<file path="config.mk">
export PLATFORM = sky130hd
export DESIGN_NAME = rainflow_cycle_counter_top
export DESIGN_NICKNAME = d
export VERILOG_FILES = /design/src/hw/rtl/rfc_pkg.sv /design/src/hw/rtl/rfc_stack_mem.sv /design/src/hw/rtl/rfc_result_buf.sv /design/src/hw/rtl/rfc_seq.sv /design/src/hw/rtl/rainflow_cycle_counter_top.sv
export SDC_FILE = /design/constraint.sdc
export NUM_CORES = 1
export LEC_CHECK = 0
export BUFFER_PORTS_ARGS = -buffer_cell sky130_fd_sc_hd__buf_2
export CAP_MARGIN = 20
export CORE_ASPECT_RATIO = 0.5
export CORE_UTILIZATION = 40
export CTS_CLUSTER_SIZE = 25
export DETAILED_ROUTE_END_ITERATION = 8
export PLACE_DENSITY = 0.66
export SLEW_MARGIN = 20
export SYNTH_ARGS = -nofsm -noshare
export SYNTH_HDL_FRONTEND = slang
export SYNTH_HIERARCHICAL = 1
export SYNTH_SLANG_ARGS = --single-unit
</file>
<file path="constraint.sdc">
create_clock -name aclk -period 9.3 [get_ports aclk]
set_input_delay 0.465 -clock aclk [delete_from_list [all_inputs] [get_ports aclk]]
set_output_delay 0.465 -clock aclk [all_outputs]
set_load 0.005 [all_outputs]
</file>
<file path="src/hw/rtl/rfc_pkg.sv">
// Shared constants and handshake structs for the rainflow cycle counter.
// No dependencies; imported by every other file of the block but rfc_stack_mem.
`timescale 1ns / 1ps

package rfc_pkg;

    localparam int RFC_STACK_DEPTH = 32;
    localparam int RFC_SAMPLE_BITS = 16;
    localparam int RFC_MAX_RESULTS = 32;

    localparam logic [1:0] TREND_UNK  = 2'd0;
    localparam logic [1:0] TREND_RISE = 2'd1;
    localparam logic [1:0] TREND_FALL = 2'd2;

    typedef struct packed {
        logic put;
        logic close;
        logic full;
    } rfc_emit_ctl_t;

    typedef struct packed {
        logic put_ok;
        logic close_ok;
    } rfc_emit_sts_t;

endpackage

</file>
<file path="src/hw/rtl/rfc_stack_mem.sv">
// Reversal stack storage: one write port, one read port, registered read data.
// Depends on nothing but its parameters.
`timescale 1ns / 1ps

module rfc_stack_mem #(
    parameter int DEPTH = 32,
    parameter int WIDTH = 16,
    localparam int AW = $clog2(DEPTH)
) (
    input  logic             aclk,
    input  logic             wr_en,
    input  logic [AW-1:0]    wr_addr,
    input  logic [WIDTH-1:0] wr_data,
    input  logic             rd_en,
    input  logic [AW-1:0]    rd_addr,
    output logic [WIDTH-1:0] rd_data
);

    logic [WIDTH-1:0] mem [DEPTH];
    logic [WIDTH-1:0] rd_data_reg;

    always_ff @(posedge aclk) begin
        if (wr_en) begin
            mem[wr_addr] <= wr_data;
        end
    end

    always_ff @(posedge aclk) begin
        if (rd_en) begin
            rd_data_reg <= mem[rd_addr];
        end
    end

    assign rd_data = rd_data_reg;

endmodule

</file>
<file path="src/hw/rtl/rfc_result_buf.sv">
// Result holding stage and output register; the held item is marked last on close.
// Depends on rfc_pkg for the emit control and status structs.
`timescale 1ns / 1ps

module rfc_result_buf #(
    parameter int SAMPLE_BITS = rfc_pkg::RFC_SAMPLE_BITS
) (
    input  logic                          aclk,
    input  logic                          aresetn,
    input  rfc_pkg::rfc_emit_ctl_t        emit_ctl,
    output rfc_pkg::rfc_emit_sts_t        emit_sts,
    input  logic signed [SAMPLE_BITS-1:0] emit_a,
    input  logic signed [SAMPLE_BITS-1:0] emit_b,
    input  logic                          ovf,
    output logic                          m_valid,
    input  logic                          m_ready,
    output logic signed [SAMPLE_BITS-1:0] m_cycle_high,
    output logic signed [SAMPLE_BITS-1:0] m_cycle_low,
    output logic                          m_full_cycle,
    output logic                          m_run_last,
    output logic                          m_stack_overflow
);

    import rfc_pkg::*;

    logic                          stg_vld_reg, stg_vld_next;
    logic signed [SAMPLE_BITS-1:0] stg_hi_reg, stg_lo_reg;
    logic                          stg_full_reg;
    logic                          m_valid_reg, m_valid_next;
    logic signed [SAMPLE_BITS-1:0] m_hi_reg, m_lo_reg;
    logic                          m_full_reg, m_last_reg, m_ovf_reg;
    logic                          out_free, do_put, do_close, move;

    assign out_free          = !m_valid_reg || m_ready;
    assign emit_sts.put_ok   = !stg_vld_reg || out_free;
    assign emit_sts.close_ok = !stg_vld_reg || out_free;
    assign do_put            = emit_ctl.put && emit_sts.put_ok;
    assign do_close          = emit_ctl.close && emit_sts.close_ok;
    assign move              = (do_put || do_close) && stg_vld_reg;

    always_comb begin
        stg_vld_next = stg_vld_reg;
        m_valid_next = m_valid_reg;
        if (m_ready) begin
            m_valid_next = 1'b0;
        end
        if (move) begin
            m_valid_next = 1'b1;
        end
        if (do_put) begin
            stg_vld_next = 1'b1;
        end else if (do_close) begin
            stg_vld_next = 1'b0;
        end
    end

    always_ff @(posedge aclk) begin
        if (!aresetn) begin
            stg_vld_reg <= 1'b0;
            m_valid_reg <= 1'b0;
        end else begin
            stg_vld_reg <= stg_vld_next;
            m_valid_reg <= m_valid_next;
        end
    end

    always_ff @(posedge aclk) begin
        if (do_put) begin
            stg_hi_reg   <= (emit_a > emit_b) ? emit_a : emit_b;
            stg_lo_reg   <= (emit_a > emit_b) ? emit_b : emit_a;
            stg_full_reg <= emit_ctl.full;
        end
        if (move) begin
            m_hi_reg   <= stg_hi_reg;
            m_lo_reg   <= stg_lo_reg;
            m_full_reg <= stg_full_reg;
            m_last_reg <= do_close;
            m_ovf_reg  <= ovf;
        end
    end

    assign m_valid          = m_valid_reg;
    assign m_cycle_high     = m_hi_reg;
    assign m_cycle_low      = m_lo_reg;
    assign m_full_cycle     = m_full_reg;
    assign m_run_last       = m_last_reg;
    assign m_stack_overflow = m_ovf_reg;

endmodule

</file>
<file path="src/hw/rtl/rfc_seq.sv">
// Sequencer: turning-point filter, stack push, reduction checks and residue flush.
// Depends on rfc_pkg; drives rfc_stack_mem and rfc_result_buf.
`timescale 1ns / 1ps

module rfc_seq #(
    parameter int STACK_DEPTH = rfc_pkg::RFC_STACK_DEPTH,
    parameter int SAMPLE_BITS = rfc_pkg::RFC_SAMPLE_BITS,
    localparam int FW = $clog2(STACK_DEPTH + 1),
    localparam int AW = $clog2(STACK_DEPTH)
) (
    input  logic                          aclk,
    input  logic                          aresetn,
    input  logic                          s_valid,
    output logic                          s_ready,
    input  logic signed [SAMPLE_BITS-1:0] s_load_sample,
    input  logic                          s_final_sample,
    input  logic                          cfg_wr_en,
    input  logic                          cfg_wr_data,
    output logic                          mem_wr_en,
    output logic [AW-1:0]                 mem_wr_addr,
    output logic [SAMPLE_BITS-1:0]        mem_wr_data,
    output logic                          mem_rd_en,
    output logic [AW-1:0]                 mem_rd_addr,
    input  logic [SAMPLE_BITS-1:0]        mem_rd_data,
    output rfc_pkg::rfc_emit_ctl_t        emit_ctl,
    input  rfc_pkg::rfc_emit_sts_t        emit_sts,
    output logic signed [SAMPLE_BITS-1:0] emit_a,
    output logic signed [SAMPLE_BITS-1:0] emit_b,
    output logic                          ovf
);

    import rfc_pkg::*;

    localparam int RW = $clog2(RFC_MAX_RESULTS + 1);

    localparam logic [3:0] S_IDLE     = 4'd0;
    localparam logic [3:0] S_PUSH     = 4'd1;
    localparam logic [3:0] S_CHK      = 4'd2;
    localparam logic [3:0] S_RD       = 4'd3;
    localparam logic [3:0] S_DIFF     = 4'd4;
    localparam logic [3:0] S_EVAL     = 4'd5;
    localparam logic [3:0] S_NEXT     = 4'd6;
    localparam logic [3:0] S_FL_START = 4'd7;
    localparam logic [3:0] S_FL_ISSUE = 4'd8;
    localparam logic [3:0] S_FL_DATA  = 4'd9;
    localparam logic [3:0] S_DONE     = 4'd10;

    logic [3:0]                    state_reg, state_next;
    logic signed [SAMPLE_BITS-1:0] pend_pt_reg, pend_pt_next;
    logic                          pend_vld_reg, pend_vld_next;
    logic [1:0]                    trend_reg, trend_next;
    logic [FW-1:0]                 fill_reg, fill_next;
    logic                          ovf_reg, ovf_next;
    logic                          method_reg, method_next;
    logic                          push_b_reg, push_b_next;
    logic                          flush_reg, flush_next;
    logic [2:0]                    rd_cnt_reg, rd_cnt_next;
    logic                          rd_live_reg, rd_live_next;
    logic [AW-1:0]                 fi_reg, fi_next;
    logic [AW-1:0]                 fl_end_reg, fl_end_next;
    logic [RW-1:0]                 res_cnt_reg, res_cnt_next;

    logic signed [SAMPLE_BITS-1:0] push_val_reg, push_val_next;
    logic signed [SAMPLE_BITS-1:0] push_b_val_reg, push_b_val_next;
    logic signed [SAMPLE_BITS-1:0] win_reg [4];
    logic signed [SAMPLE_BITS-1:0] prev_reg;
    logic [SAMPLE_BITS:0]          da_reg, db_reg, dc_reg;

    logic          win_we, prev_we, a_req, hit, can_put;
    logic [1:0]    trend_new;
    logic [2:0]    nwin;
    logic [FW-1:0] rd_addr_full, fill_m1, fill_m3;

    function automatic logic [SAMPLE_BITS:0] absdiff(
        input logic signed [SAMPLE_BITS-1:0] a,
        input logic signed [SAMPLE_BITS-1:0] b
    );
        logic signed [SAMPLE_BITS:0] ax;
        logic signed [SAMPLE_BITS:0] bx;
        ax = (SAMPLE_BITS + 1)'(a);
        bx = (SAMPLE_BITS + 1)'(b);
        return (ax > bx) ? (SAMPLE_BITS + 1)'(ax - bx) : (SAMPLE_BITS + 1)'(bx - ax);
    endfunction

    assign nwin         = method_reg ? 3'd4 : 3'd3;
    assign rd_addr_full = fill_reg - FW'(1) - FW'(rd_cnt_reg);
    assign fill_m1      = fill_reg - FW'(1);
    assign fill_m3      = fill_reg - FW'(3);
    assign can_put      = res_cnt_reg < RW'(RFC_MAX_RESULTS);
    assign hit          = method_reg ? ((db_reg <= dc_reg) && (db_reg <= da_reg))
                                     : (da_reg <= db_reg);
    assign ovf          = ovf_reg;

    always_comb begin
        state_next      = state_reg;
        pend_pt_next    = pend_pt_reg;
        pend_vld_next   = pend_vld_reg;
        trend_next      = trend_reg;
        fill_next       = fill_reg;
        ovf_next        = ovf_reg;
        method_next     = method_reg;
        push_b_next     = push_b_reg;
        flush_next      = flush_reg;
        rd_cnt_next     = rd_cnt_reg;
        rd_live_next    = 1'b0;
        fi_next         = fi_reg;
        fl_end_next     = fl_end_reg;
        res_cnt_next    = res_cnt_reg;
        push_val_next   = push_val_reg;
        push_b_val_next = push_b_val_reg;
        win_we          = 1'b0;
        prev_we         = 1'b0;
        a_req           = 1'b0;
        trend_new       = trend_reg;
        s_ready         = 1'b0;
        mem_wr_en       = 1'b0;
        mem_wr_addr     = '0;
        mem_wr_data     = '0;
        mem_rd_en       = 1'b0;
        mem_rd_addr     = '0;
        emit_ctl        = '0;
        emit_a          = '0;
        emit_b          = '0;

        if (cfg_wr_en) begin
            method_next = cfg_wr_data;
        end

        case (state_reg)
            S_IDLE: begin
                s_ready = 1'b1;
                if (!pend_vld_reg) begin
                    a_req     = 1'b1;
                    trend_new = TREND_UNK;
                end else begin
                    case (trend_reg)
                        TREND_RISE: begin
                            if (s_load_sample < pend_pt_reg) begin
                                a_req     = 1'b1;
                                trend_new = TREND_FALL;
                            end
                        end
                        TREND_FALL: begin
                            if (s_load_sample > pend_pt_reg) begin
                                a_req     = 1'b1;
                                trend_new = TREND_RISE;
                            end
                        end
                        default: begin
                            if (s_load_sample > pend_pt_reg) begin
                                trend_new = TREND_RISE;
                            end else if (s_load_sample < pend_pt_reg) begin
                                trend_new = TREND_FALL;
                            end
                        end
                    endcase
                end
                if (s_valid) begin
                    res_cnt_next    = '0;
                    push_val_next   = pend_vld_reg ? pend_pt_reg : s_load_sample;
                    push_b_next     = s_final_sample &&
                                      (trend_new == TREND_RISE || trend_new == TREND_FALL);
                    push_b_val_next = s_load_sample;
                    flush_next      = s_final_sample;
                    if (s_final_sample) begin
                        pend_vld_next = 1'b0;
                        trend_next    = TREND_UNK;
                        pend_pt_next  = '0;
                    end else begin
                        pend_vld_next = 1'b1;
                        trend_next    = trend_new;
                        pend_pt_next  = s_load_sample;
                    end
                    state_next = a_req ? S_PUSH : S_NEXT;
                end
            end
            S_PUSH: begin
                if (fill_reg == FW'(STACK_DEPTH)) begin
                    ovf_next   = 1'b1;
                    state_next = S_NEXT;
                end else begin
                    mem_wr_en   = 1'b1;
                    mem_wr_addr = fill_reg[AW-1:0];
                    mem_wr_data = push_val_reg;
                    fill_next   = fill_reg + FW'(1);
                    state_next  = S_CHK;
                end
            end
            S_CHK: begin
                if (fill_reg >= FW'(nwin)) begin
                    rd_cnt_next = '0;
                    state_next  = S_RD;
                end else begin
                    state_next = S_NEXT;
                end
            end
            S_RD: begin
                if (rd_cnt_reg < nwin) begin
                    mem_rd_en    = 1'b1;
                    mem_rd_addr  = rd_addr_full[AW-1:0];
                    rd_cnt_next  = rd_cnt_reg + 3'd1;
                    rd_live_next = 1'b1;
                end
                if (rd_live_reg) begin
                    win_we = 1'b1;
                    if (rd_cnt_reg == nwin) begin
                        state_next = S_DIFF;
                    end
                end
            end
            S_DIFF: begin
                state_next = S_EVAL;
            end
            S_EVAL: begin
                if (!hit) begin
                    state_next = S_NEXT;
                end else if (!(can_put && !emit_sts.put_ok)) begin
                    emit_ctl.put  = can_put;
                    emit_ctl.full = 1'b1;
                    emit_a        = method_reg ? win_reg[2] : win_reg[1];
                    emit_b        = method_reg ? win_reg[1] : win_reg[0];
                    if (can_put) begin
                        res_cnt_next = res_cnt_reg + RW'(1);
                    end
                    if (method_reg) begin
                        mem_wr_en   = 1'b1;
                        mem_wr_addr = fill_m3[AW-1:0];
                        mem_wr_data = win_reg[0];
                    end
                    fill_next  = fill_reg - FW'(2);
                    state_next = S_CHK;
                end
            end
            S_NEXT: begin
                if (push_b_reg) begin
                    push_val_next = push_b_val_reg;
                    push_b_next   = 1'b0;
                    state_next    = S_PUSH;
                end else if (flush_reg) begin
                    flush_next = 1'b0;
                    state_next = S_FL_START;
                end else begin
                    state_next = S_DONE;
                end
            end
            S_FL_START: begin
                if ((!method_reg && fill_reg >= FW'(2)) ||
                    (method_reg && fill_reg == FW'(3))) begin
                    fi_next     = '0;
                    fl_end_next = method_reg ? AW'(1) : fill_m1[AW-1:0];
                    state_next  = S_FL_ISSUE;
                end else begin
                    fill_next  = '0;
                    state_next = S_DONE;
                end
            end
            S_FL_ISSUE: begin
                mem_rd_en   = 1'b1;
                mem_rd_addr = fi_reg;
                state_next  = S_FL_DATA;
            end
            S_FL_DATA: begin
                if (fi_reg == '0) begin
                    prev_we    = 1'b1;
                    fi_next    = fi_reg + AW'(1);
                    state_next = S_FL_ISSUE;
                end else if (!(can_put && !emit_sts.put_ok)) begin
                    emit_ctl.put  = can_put;
                    emit_ctl.full = method_reg;
                    emit_a        = prev_reg;
                    emit_b        = $signed(mem_rd_data);
                    if (can_put) begin
                        res_cnt_next = res_cnt_reg + RW'(1);
                    end
                    prev_we = 1'b1;
                    if (fi_reg == fl_end_reg) begin
                        fill_next  = '0;
                        state_next = S_DONE;
                    end else begin
                        fi_next    = fi_reg + AW'(1);
                        state_next = S_FL_ISSUE;
                    end
                end
            end
            S_DONE: begin
                emit_ctl.close = 1'b1;
                if (emit_sts.close_ok) begin
                    state_next = S_IDLE;
                end
            end
            default: begin
                state_next = S_IDLE;
            end
        endcase
    end

    always_ff @(posedge aclk) begin
        if (!aresetn) begin
            state_reg    <= S_IDLE;
            pend_pt_reg  <= '0;
            pend_vld_reg <= 1'b0;
            trend_reg    <= TREND_UNK;
            fill_reg     <= '0;
            ovf_reg      <= 1'b0;
            method_reg   <= 1'b0;
            push_b_reg   <= 1'b0;
            flush_reg    <= 1'b0;
            rd_cnt_reg   <= '0;
            rd_live_reg  <= 1'b0;
            fi_reg       <= '0;
            fl_end_reg   <= '0;
            res_cnt_reg  <= '0;
        end else begin
            state_reg    <= state_next;
            pend_pt_reg  <= pend_pt_next;
            pend_vld_reg <= pend_vld_next;
            trend_reg    <= trend_next;
            fill_reg     <= fill_next;
            ovf_reg      <= ovf_next;
            method_reg   <= method_next;
            push_b_reg   <= push_b_next;
            flush_reg    <= flush_next;
            rd_cnt_reg   <= rd_cnt_next;
            rd_live_reg  <= rd_live_next;
            fi_reg       <= fi_next;
            fl_end_reg   <= fl_end_next;
            res_cnt_reg  <= res_cnt_next;
        end
    end

    always_ff @(posedge aclk) begin
        push_val_reg   <= push_val_next;
        push_b_val_reg <= push_b_val_next;
        if (win_we) begin
            win_reg[2'(rd_cnt_reg - 3'd1)] <= $signed(mem_rd_data);
        end
        if (prev_we) begin
            prev_reg <= $signed(mem_rd_data);
        end
        if (state_reg == S_DIFF) begin
            da_reg <= absdiff(win_reg[0], win_reg[1]);
            db_reg <= absdiff(win_reg[1], win_reg[2]);
            dc_reg <= absdiff(win_reg[2], win_reg[3]);
        end
    end

`ifndef ASSERT_OFF
    a_fill_bound: assert property (@(posedge aclk) disable iff (!aresetn)
        fill_reg <= FW'(STACK_DEPTH))
        else $error("stack fill beyond depth");

    a_ovf_sticky: assert property (@(posedge aclk) disable iff (!aresetn)
        ovf_reg |=> ovf_reg)
        else $error("overflow flag cleared");

    a_pop_depth: assert property (@(posedge aclk) disable iff (!aresetn)
        (state_reg == S_EVAL && hit) |-> fill_reg >= FW'(3))
        else $error("pop with too few stack entries");

    a_put_ok: assert property (@(posedge aclk) disable iff (!aresetn)
        emit_ctl.put |-> emit_sts.put_ok)
        else $error("result put while result buffer full");

    a_first_push: assert property (@(posedge aclk) disable iff (!aresetn)
        (s_valid && s_ready && !pend_vld_reg) |=> state_reg == S_PUSH)
        else $error("start sample not pushed");
`endif

endmodule

</file>
<file path="src/hw/rtl/rainflow_cycle_counter_top.sv">
// Top level of the rainflow cycle counter: sequencer, stack memory, result buffer.
// Depends on rfc_pkg, rfc_stack_mem, rfc_result_buf and rfc_seq.
//
// channel  | handshake          | payload
// ---------+--------------------+-----------------------------------------------
// input    | s_valid / s_ready  | s_load_sample, s_final_sample
// result   | m_valid / m_ready  | m_cycle_high, m_cycle_low, m_full_cycle,
//          |                    | m_run_last, m_stack_overflow
// config   | cfg_wr_en          | cfg_wr_data (count method)
//
// One item at a time: a new sample is taken only in idle, after the previous one is done;
// every stack check rereads 3 or 4 entries (4 with the four-point rule) through the single
// read port of the stack memory. The final sample adds its end-point push, then a flush
// that reads the residue entries.
// Reset is synchronous, active low; the stack memory is not cleared.
// A stalled result side holds the sequencer when a result waits in the staging register
// behind an unaccepted output item.
`timescale 1ns / 1ps

module rainflow_cycle_counter_top #(
    parameter int STACK_DEPTH = rfc_pkg::RFC_STACK_DEPTH,
    parameter int SAMPLE_BITS = rfc_pkg::RFC_SAMPLE_BITS
) (
    input  logic                          aclk,
    input  logic                          aresetn,
    input  logic                          s_valid,
    output logic                          s_ready,
    input  logic signed [SAMPLE_BITS-1:0] s_load_sample,
    input  logic                          s_final_sample,
    output logic                          m_valid,
    input  logic                          m_ready,
    output logic signed [SAMPLE_BITS-1:0] m_cycle_high,
    output logic signed [SAMPLE_BITS-1:0] m_cycle_low,
    output logic                          m_full_cycle,
    output logic                          m_run_last,
    output logic                          m_stack_overflow,
    input  logic                          cfg_wr_en,
    input  logic                          cfg_wr_data
);

    import rfc_pkg::*;

    localparam int AW = $clog2(STACK_DEPTH);

    logic                          mem_wr_en, mem_rd_en;
    logic [AW-1:0]                 mem_wr_addr, mem_rd_addr;
    logic [SAMPLE_BITS-1:0]        mem_wr_data, mem_rd_data;
    rfc_emit_ctl_t                 emit_ctl;
    rfc_emit_sts_t                 emit_sts;
    logic signed [SAMPLE_BITS-1:0] emit_a, emit_b;
    logic                          ovf;

    rfc_stack_mem #(
        .DEPTH (STACK_DEPTH),
        .WIDTH (SAMPLE_BITS)
    ) u_mem (
        .aclk    (aclk),
        .wr_en   (mem_wr_en),
        .wr_addr (mem_wr_addr),
        .wr_data (mem_wr_data),
        .rd_en   (mem_rd_en),
        .rd_addr (mem_rd_addr),
        .rd_data (mem_rd_data)
    );

    rfc_seq #(
        .STACK_DEPTH (STACK_DEPTH),
        .SAMPLE_BITS (SAMPLE_BITS)
    ) u_seq (
        .aclk           (aclk),
        .aresetn        (aresetn),
        .s_valid        (s_valid),
        .s_ready        (s_ready),
        .s_load_sample  (s_load_sample),
        .s_final_sample (s_final_sample),
        .cfg_wr_en      (cfg_wr_en),
        .cfg_wr_data    (cfg_wr_data),
        .mem_wr_en      (mem_wr_en),
        .mem_wr_addr    (mem_wr_addr),
        .mem_wr_data    (mem_wr_data),
        .mem_rd_en      (mem_rd_en),
        .mem_rd_addr    (mem_rd_addr),
        .mem_rd_data    (mem_rd_data),
        .emit_ctl       (emit_ctl),
        .emit_sts       (emit_sts),
        .emit_a         (emit_a),
        .emit_b         (emit_b),
        .ovf            (ovf)
    );

    rfc_result_buf #(
        .SAMPLE_BITS (SAMPLE_BITS)
    ) u_buf (
        .aclk             (aclk),
        .aresetn          (aresetn),
        .emit_ctl         (emit_ctl),
        .emit_sts         (emit_sts),
        .emit_a           (emit_a),
        .emit_b           (emit_b),
        .ovf              (ovf),
        .m_valid          (m_valid),
        .m_ready          (m_ready),
        .m_cycle_high     (m_cycle_high),
        .m_cycle_low      (m_cycle_low),
        .m_full_cycle     (m_full_cycle),
        .m_run_last       (m_run_last),
        .m_stack_overflow (m_stack_overflow)
    );

endmodule
</file>
# Yosys cells after proc, flatten, opt, wreduce, memory -nomap -nowiden
# Memories as Yosys holds them, arrays and structs flattened. A register that Yosys moved wholly into a read port is not among the register bits.
# Cells that the tools add are included.
dict set report op_classes {
  addsub 15
  magnitude_cmp 13
  n_eq_ne 37
  mux 123
  n_reduce_logical 38
}
# op n
set op_table {}
lappend op_table {{$mux W16} 20}
lappend op_table {{$pmux W16 S2} 4}
lappend op_table {{$sub A16 B16 Y17} 6}
lappend op_table {{$gt A16 B16 Y1} 5}
lappend op_table {{$mux W6} 12}
lappend op_table {{$le A17 B17 Y1} 3}
lappend op_table {{$mux W17} 3}
lappend op_table {{$mux W5} 10}
lappend op_table {{$pmux W4 S11} 1}
lappend op_table {{$mux W4} 10}
lappend op_table {{$mux W1} 35}
lappend op_table {{$pmux W5 S2} 3}
lappend op_table {{$pmux W6 S4} 1}
lappend op_table {{$mux W3} 6}
lappend op_table {{$ne A2 B1 Y1 const B} 9}
lappend op_table {{$pmux W6 S3} 1}
lappend op_table {{$eq A4 B3 Y1 const B} 4}
lappend op_table {{$lt A16 B16 Y1} 1}
lappend op_table {{$mux W2} 8}
lappend op_table {{$ne A2 B2 Y1 const B} 7}
lappend op_table {{$pmux W1 S2} 7}
lappend op_table {{$add A6 B1 Y6 const B} 2}
lappend op_table {{$eq A4 B4 Y1 const B} 3}
lappend op_table {{$reduce_and A2 Y1} 5}
lappend op_table {{other kinds (35)} 60}
dict set report totals {
  register_bits 222
  ramBits 576
  inputBits 23
  out_inout_bits 37
  elab_cells 258
  n_memories 2
}
# name words width rd rd_clocked_by_memory_dff wr line_no
set memory_table {}
lappend memory_table {u_mem.mem 32 16 1 1 1 rfc_stack_mem.sv:19} ;# logic [WIDTH-1:0] mem [DEPTH];
lappend memory_table {u_seq.win_reg 4 16 4 0 1 rfc_seq.sv:65} ;# logic signed [SAMPLE_BITS-1:0] win_reg [4];

# Depth between registers and ports, before layout
dict set report logic_depth {
  depth_word 12
  ltp_mapped 20
  depth_no_buf 18
}

# Cells and area by module
# The synthesis kept the hierarchy.
# mod n_inst cells_per_inst area_per_inst_um2 seq_area_each_um2
set by_module_without_submodules {}
lappend by_module_without_submodules {rfc_stack_mem 1 1143 20694.8 15855.2}
lappend by_module_without_submodules {rfc_seq 1 1743 16075.4 5955.7}
lappend by_module_without_submodules {rfc_result_buf 1 173 3143.0 2082.0}

# Least setup slack after synthesis
# Ideal clock, no wire load.
dict set report synth_timing {
  path_kind {register to register}
  from {register u_seq.da_reg[14]}
  to {register u_buf.stg_hi_reg[0] (data pin)}
  setup_time_ps 260
  arrival_ps 4538
  t_required_ps 9040
  slack_ps 4501
  stages_incl_launch_ff 20
  n_path_buf 2
  period_less_slack_ps 4799
  path_cell_list {edfxtp_1 -> ha_1 -> a21o_1 -> a21o_1 -> a221oi_1 -> o221ai_1 -> xnor2_1 -> a21oi_1 -> nand3_1 -> clkbuf_1 -> o21ai_0 -> inv_1 -> ha_1 -> nand2_1 -> or3_4 -> a2111oi_4 -> o21ai_2 -> a21oi_4 -> buf_12 -> mux2_4}
}
dict set report synth_via {
  elab_chain_len 7
  word_cells_on_any_way 10
  cone_classes {3 x order compare; 6 x mux; 1 x reduce/logical}
}
# element line_no
set synth_rtl {}
lappend synth_rtl {{from (decl)} rfc_seq.sv:67} ;# logic [SAMPLE_BITS:0] da_reg, db_reg, dc_reg;
lappend synth_rtl {{from (signal assigned)} rfc_seq.sv:341} ;# da_reg <= absdiff(win_reg[0], win_reg[1]);
lappend synth_rtl {{$le A17 B17 Y1} rfc_seq.sv:90} ;# assign hit = method_reg ? ((db_reg <= dc_reg) && (db_reg <= da_reg))
lappend synth_rtl {{$logic_and A1 B1 Y1} rfc_seq.sv:90}
lappend synth_rtl {{$mux W1 (*)} rfc_seq.sv:90}
lappend synth_rtl {{$mux W16 (*)} rfc_seq.sv:215} ;# if (!hit) begin
lappend synth_rtl {{$pmux W16 S2 (*)} rfc_seq.sv:129} ;# case (state_reg)
lappend synth_rtl {{net emit_b[7]} rainflow_cycle_counter_top.sv:50} ;# logic signed [SAMPLE_BITS-1:0] emit_a, emit_b;
lappend synth_rtl {{$gt A16 B16 Y1 (*)} rfc_result_buf.sv:69} ;# stg_hi_reg <= (emit_a > emit_b) ? emit_a : emit_b;
lappend synth_rtl {{$mux W16 (*)} rfc_result_buf.sv:69}
lappend synth_rtl {{to (signal assigned)} rfc_result_buf.sv:69}
lappend synth_rtl {{to (decl)} rfc_result_buf.sv:27} ;# logic signed [SAMPLE_BITS-1:0] stg_hi_reg, stg_lo_reg;
# Mark *: on every way through the listed nets, which the timed path passes. The rest lies on a longest branch.
# A chain may end at the register's enable or synchronous reset.

# Final worst setup path
dict set report layout_timing {
  from {register u_seq.da_reg[14]}
  to {register u_buf.stg_hi_reg[8] (data pin)}
}
dict set report layout_via {
  elab_chain_len 7
  word_cells_on_any_way 10
  cone_classes {3 x order compare; 6 x mux; 1 x reduce/logical}
}
# element line_no
set layout_rtl {}
lappend layout_rtl {{$le A17 B17 Y1} rfc_seq.sv:90}
lappend layout_rtl {{$logic_and A1 B1 Y1} rfc_seq.sv:90}
lappend layout_rtl {{$mux W1 (*)} rfc_seq.sv:90}
lappend layout_rtl {{$mux W16 (*)} rfc_seq.sv:215}
lappend layout_rtl {{$pmux W16 S2 (*)} rfc_seq.sv:129}
lappend layout_rtl {{net emit_b[8]} rainflow_cycle_counter_top.sv:50}
lappend layout_rtl {{$gt A16 B16 Y1} rfc_result_buf.sv:69}
lappend layout_rtl {{$mux W16 (*)} rfc_result_buf.sv:69}
# Marked as above.

==> flow_summary.yaml <==
global_routing:
  grt_pass1_vias: 24700
  track_usage: 0.2059
  grt-ovfl-total: 0
  grt_max_degree: 112
  grt_pass1_wl_mm: 157.3
  antenna_found_initial: 2
clock_tree:
  h-tree-depth: 3
  clkTransAtPathRegs_ns: 0.06
  numCtsBuffers: 77
  insertion_delay_ns: 0.70
  clock-sinks: 814
  cts_tree: "done"
  post_cts_buffers: 0
  cts_resized: 0
  cts.root.buffer_cell: "clkbuf_16"
  cts_hold_buf: 16
  cts_buffer_depth: 3
sta:
  period_needed_ns: 6.527
  worst_pin_slew_ns: 1.101
  skew_ns: 0.05493
  min_period_over_period: 0.7018
  rsz0062_at_grt: "no"
  finalSetupTns_ns: 0
  clock.fmax_mhz: 153.2
  hold_violations: 0
  drv_slew: 0
  relSlewSlack: 0.2643
  setup_violations: 0
logic_synthesis:
  synth-seq-area-share: 0.5986
  netlist_area_sq_um: 39910
  syn_nets: 3280
  synth.avg_cell_area_sq_um: 13.05
  synth_flop_cell: "edfxtp_1"
  ys.warnings.count: 6
  synth_edf_count: 759
  ys_types: 97
  synth_seq_cells: 814
  synthCells: 3059
  async_reset_ff_frac: 0
worst_setup_path:
  worst-r2r-setup-slack_ns: 2.77
  slowest_delay_ns: 0.69
  critPathKind: "flop to flop"
  cp_slowest_cell: "a21oi_4"
  cp_max_fo: 34
  start_kind: "flop"
  r2r_cells: 19
  cp_num_cells: 19
  end_kind: "flop"
  cp.required_ns: 9.71
  endpoint: "u_buf/stg_hi_reg[8]"
  critical-path-top-delay-family: "compound AO/OA/AOI/OAI gates"
  worstPathCellList: "ha_1, a21o_1, a21o_1, a221oi_1, o221ai_1, xnor2_1, a21oi_1, buf_4, nand3_2, o21ai_0, inv_1, ha_1, nand2_1, or3_4, a2111oi_4, o21ai_2, a21oi_4, buf_4, mux2_4"
  r2r-start: "u_seq/da_reg[14]"
  worstPathArrival_ns: 6.94
  crit_path_start: "u_seq/da_reg[14]"
  worst-path-buf-inv: 3
  r2r-end: "u_buf/stg_hi_reg[8]"
floorplan:
  rows: 81
  die_h_um: 225.4
  dieArea_sq_um: 101100
  core_area_sq_um: 98310
  fp.dieW_um: 448.7
  ios: 60
  start_util: 0.4060
finish:
  drive_gt1_frac: 0.1041
  final_cell_mix: "759 x edfxtp_1, 339 x mux2i_1, 193 x nand2_1"
  layout.cells.most_common: "edfxtp_1"
  fillers: 8849
  largest_reg_flops: 512
  seqCellArea_sq_um: 23890
  final_nets: 3351
  multi_input_area_sq_um: 14420
  syn_to_final_growth_pct: 11.11
routing:
  drc: 0
  drtIter0Drc: 2587
  vias_per_cell: 5.621
  wl_per_cell_um: 23.42
  first_pass_iters: 6
  routed_wl_mm: 105.8
  antenna_left: 0
  vias: 25410
placed_design:
  port_buffers: 59
  place.gp.congestion: 0.9060
  dp_hpwl_mm: 69.88
status:
  status: "complete, no violations"
worst_hold_path:
  min_path_cells: 3
  hp-class: "primary input to flop"
power:
  power.total_mw: 9.919
  peakVddDrop_v: 0.0001604
  powerDensity_nw_per_um2: 223.7
  leakage_nw: 15.43
run:
  max-cap-violations: 0
## cells by family (layout without fill, tap and decap cells)
family,Yosys count,in the layout,share of synthesized area
xor gates and xnor gates,59,59,0.01295
muxes,380,380,0.09940
and+or+nand+nor,626,626,0.07768
adders and majority gates,198,198,0.06339
other,0,2,0
buffers and inverters,342,473,0.04154
AOI/OAI and AO/OA,640,640,0.1064
DFF,814,814,0.5986
## final cells by class
type / count / area share
antenna: 2 / 0.0001129
clock buffer: 91 / 0.04531
clock inverter: 48 / 0.01402
inverter: 184 / 0.01557
multi-input combinational: 1903 / 0.3252
sequential: 814 / 0.5388
tap: 1328 / 0.03747
timing repair buffer: 150 / 0.02353
## metal layers
metal,global-route usage,up-vias,wire [um]
li1,-,11670,-
met1,0.2854,12800,47230
met2,0.3313,782,49160
met3,0.03675,155,6843
met4,0.05879,0,2606
met5,0,-,0
## worst register-to-register path: stages (launching register included)
cell and delay, ns:
edfxtp_1 0.38, ha_1 0.34, a21o_1 0.19, a21o_1 0.17, a221oi_1 0.27, o221ai_1 0.37, xnor2_1 0.28, a21oi_1 0.19
buf_4 0.24, nand3_2 0.53, o21ai_0 0.57, inv_1 0.10, ha_1 0.30, nand2_1 0.08, or3_4 0.39, a2111oi_4 0.35
o21ai_2 0.11, a21oi_4 0.69, buf_4 0.42, mux2_4 0.33
## worst min path at each step
stage	slack, ns	endpoint	startpoint
floorplan	0.40	u_buf/m_cycle_high[0]	u_buf/stg_hi_reg[0]
global placement	0.41	u_buf/m_cycle_high[3]	u_buf/stg_hi_reg[3]
detailed placement	0.41	u_buf/m_cycle_low[3]	u_buf/stg_lo_reg[3]
CTS	0.11	u_buf/m_valid	m_ready
global route	0.14	u_seq/method_reg	cfg_wr_data
finish	0.11	u_seq/method_reg	cfg_wr_data
## synthesized netlist by cell type (5+ instances only)
cell type  number  area share
mux2_2          9      0.0025
buf_6           7      0.0020
buf_2          31      0.0039
a21boi_0        5     0.00094
a22o_1         51       0.011
dfxtp_1        55       0.028
xor2_1         27      0.0059
nor2b_1        28      0.0044
buf_12          8      0.0040
a22oi_1        65       0.012
a21o_1         56       0.011
buf_1           7     0.00066
nand3b_1        9      0.0017
o21bai_1       18      0.0034
and2_1         10      0.0016
o21a_1         17      0.0032
nor4_1          6     0.00094
nor3_1         41      0.0051
a211oi_1       19      0.0036
o21ai_0       121       0.015
mux2_4         30       0.011
a21oi_1       177       0.022
ha_1          191       0.060
xnor2_1        32      0.0070
buf_4          22      0.0041
nand2_1       193       0.018
o211ai_1       13      0.0024
inv_1         183       0.017
or3_1          11      0.0017
nand4_1        53      0.0083
o22ai_1         6     0.00094
nor3b_1        18      0.0034
and4_1          9      0.0020
o221ai_1        9      0.0020
mux2i_1       339       0.085
nor2_1        139       0.013
buf_8           6      0.0023
and3_1          8      0.0013
clkbuf_1       75      0.0071
fa_1            7      0.0035
nand3_1        60      0.0075
a31oi_1        31      0.0049
nand2b_1       12      0.0019
edfxtp_1      759        0.57
## per-stage QoR
step / hold WS (ns) / instance area [sq um] / cells / utilization / setup slack, ns
floorplan: 0.4003 / 39910 / 3059 / - / 4.501
global placement: 0.4140 / 41540 / 4363 / 0.4226 / 2.685
detailed placement: 0.4062 / 41550 / 4363 / 0.4226 / 2.439
CTS: 0.1143 / 44340 / 4518 / 0.4510 / 2.382
global route: 0.1437 / 44340 / 4518 / 0.4511 / 2.410
finish: 0.1120 / 44350 / 4520 / 0.4511 / 2.773
## power by group
part           internal, mW  switching [mW]
Clock                  1.83            1.46
Combinational         0.661            1.38
Sequential             4.45           0.145
Total                  6.94            2.98
Note: power is estimated with default switching activity, not from simulation.
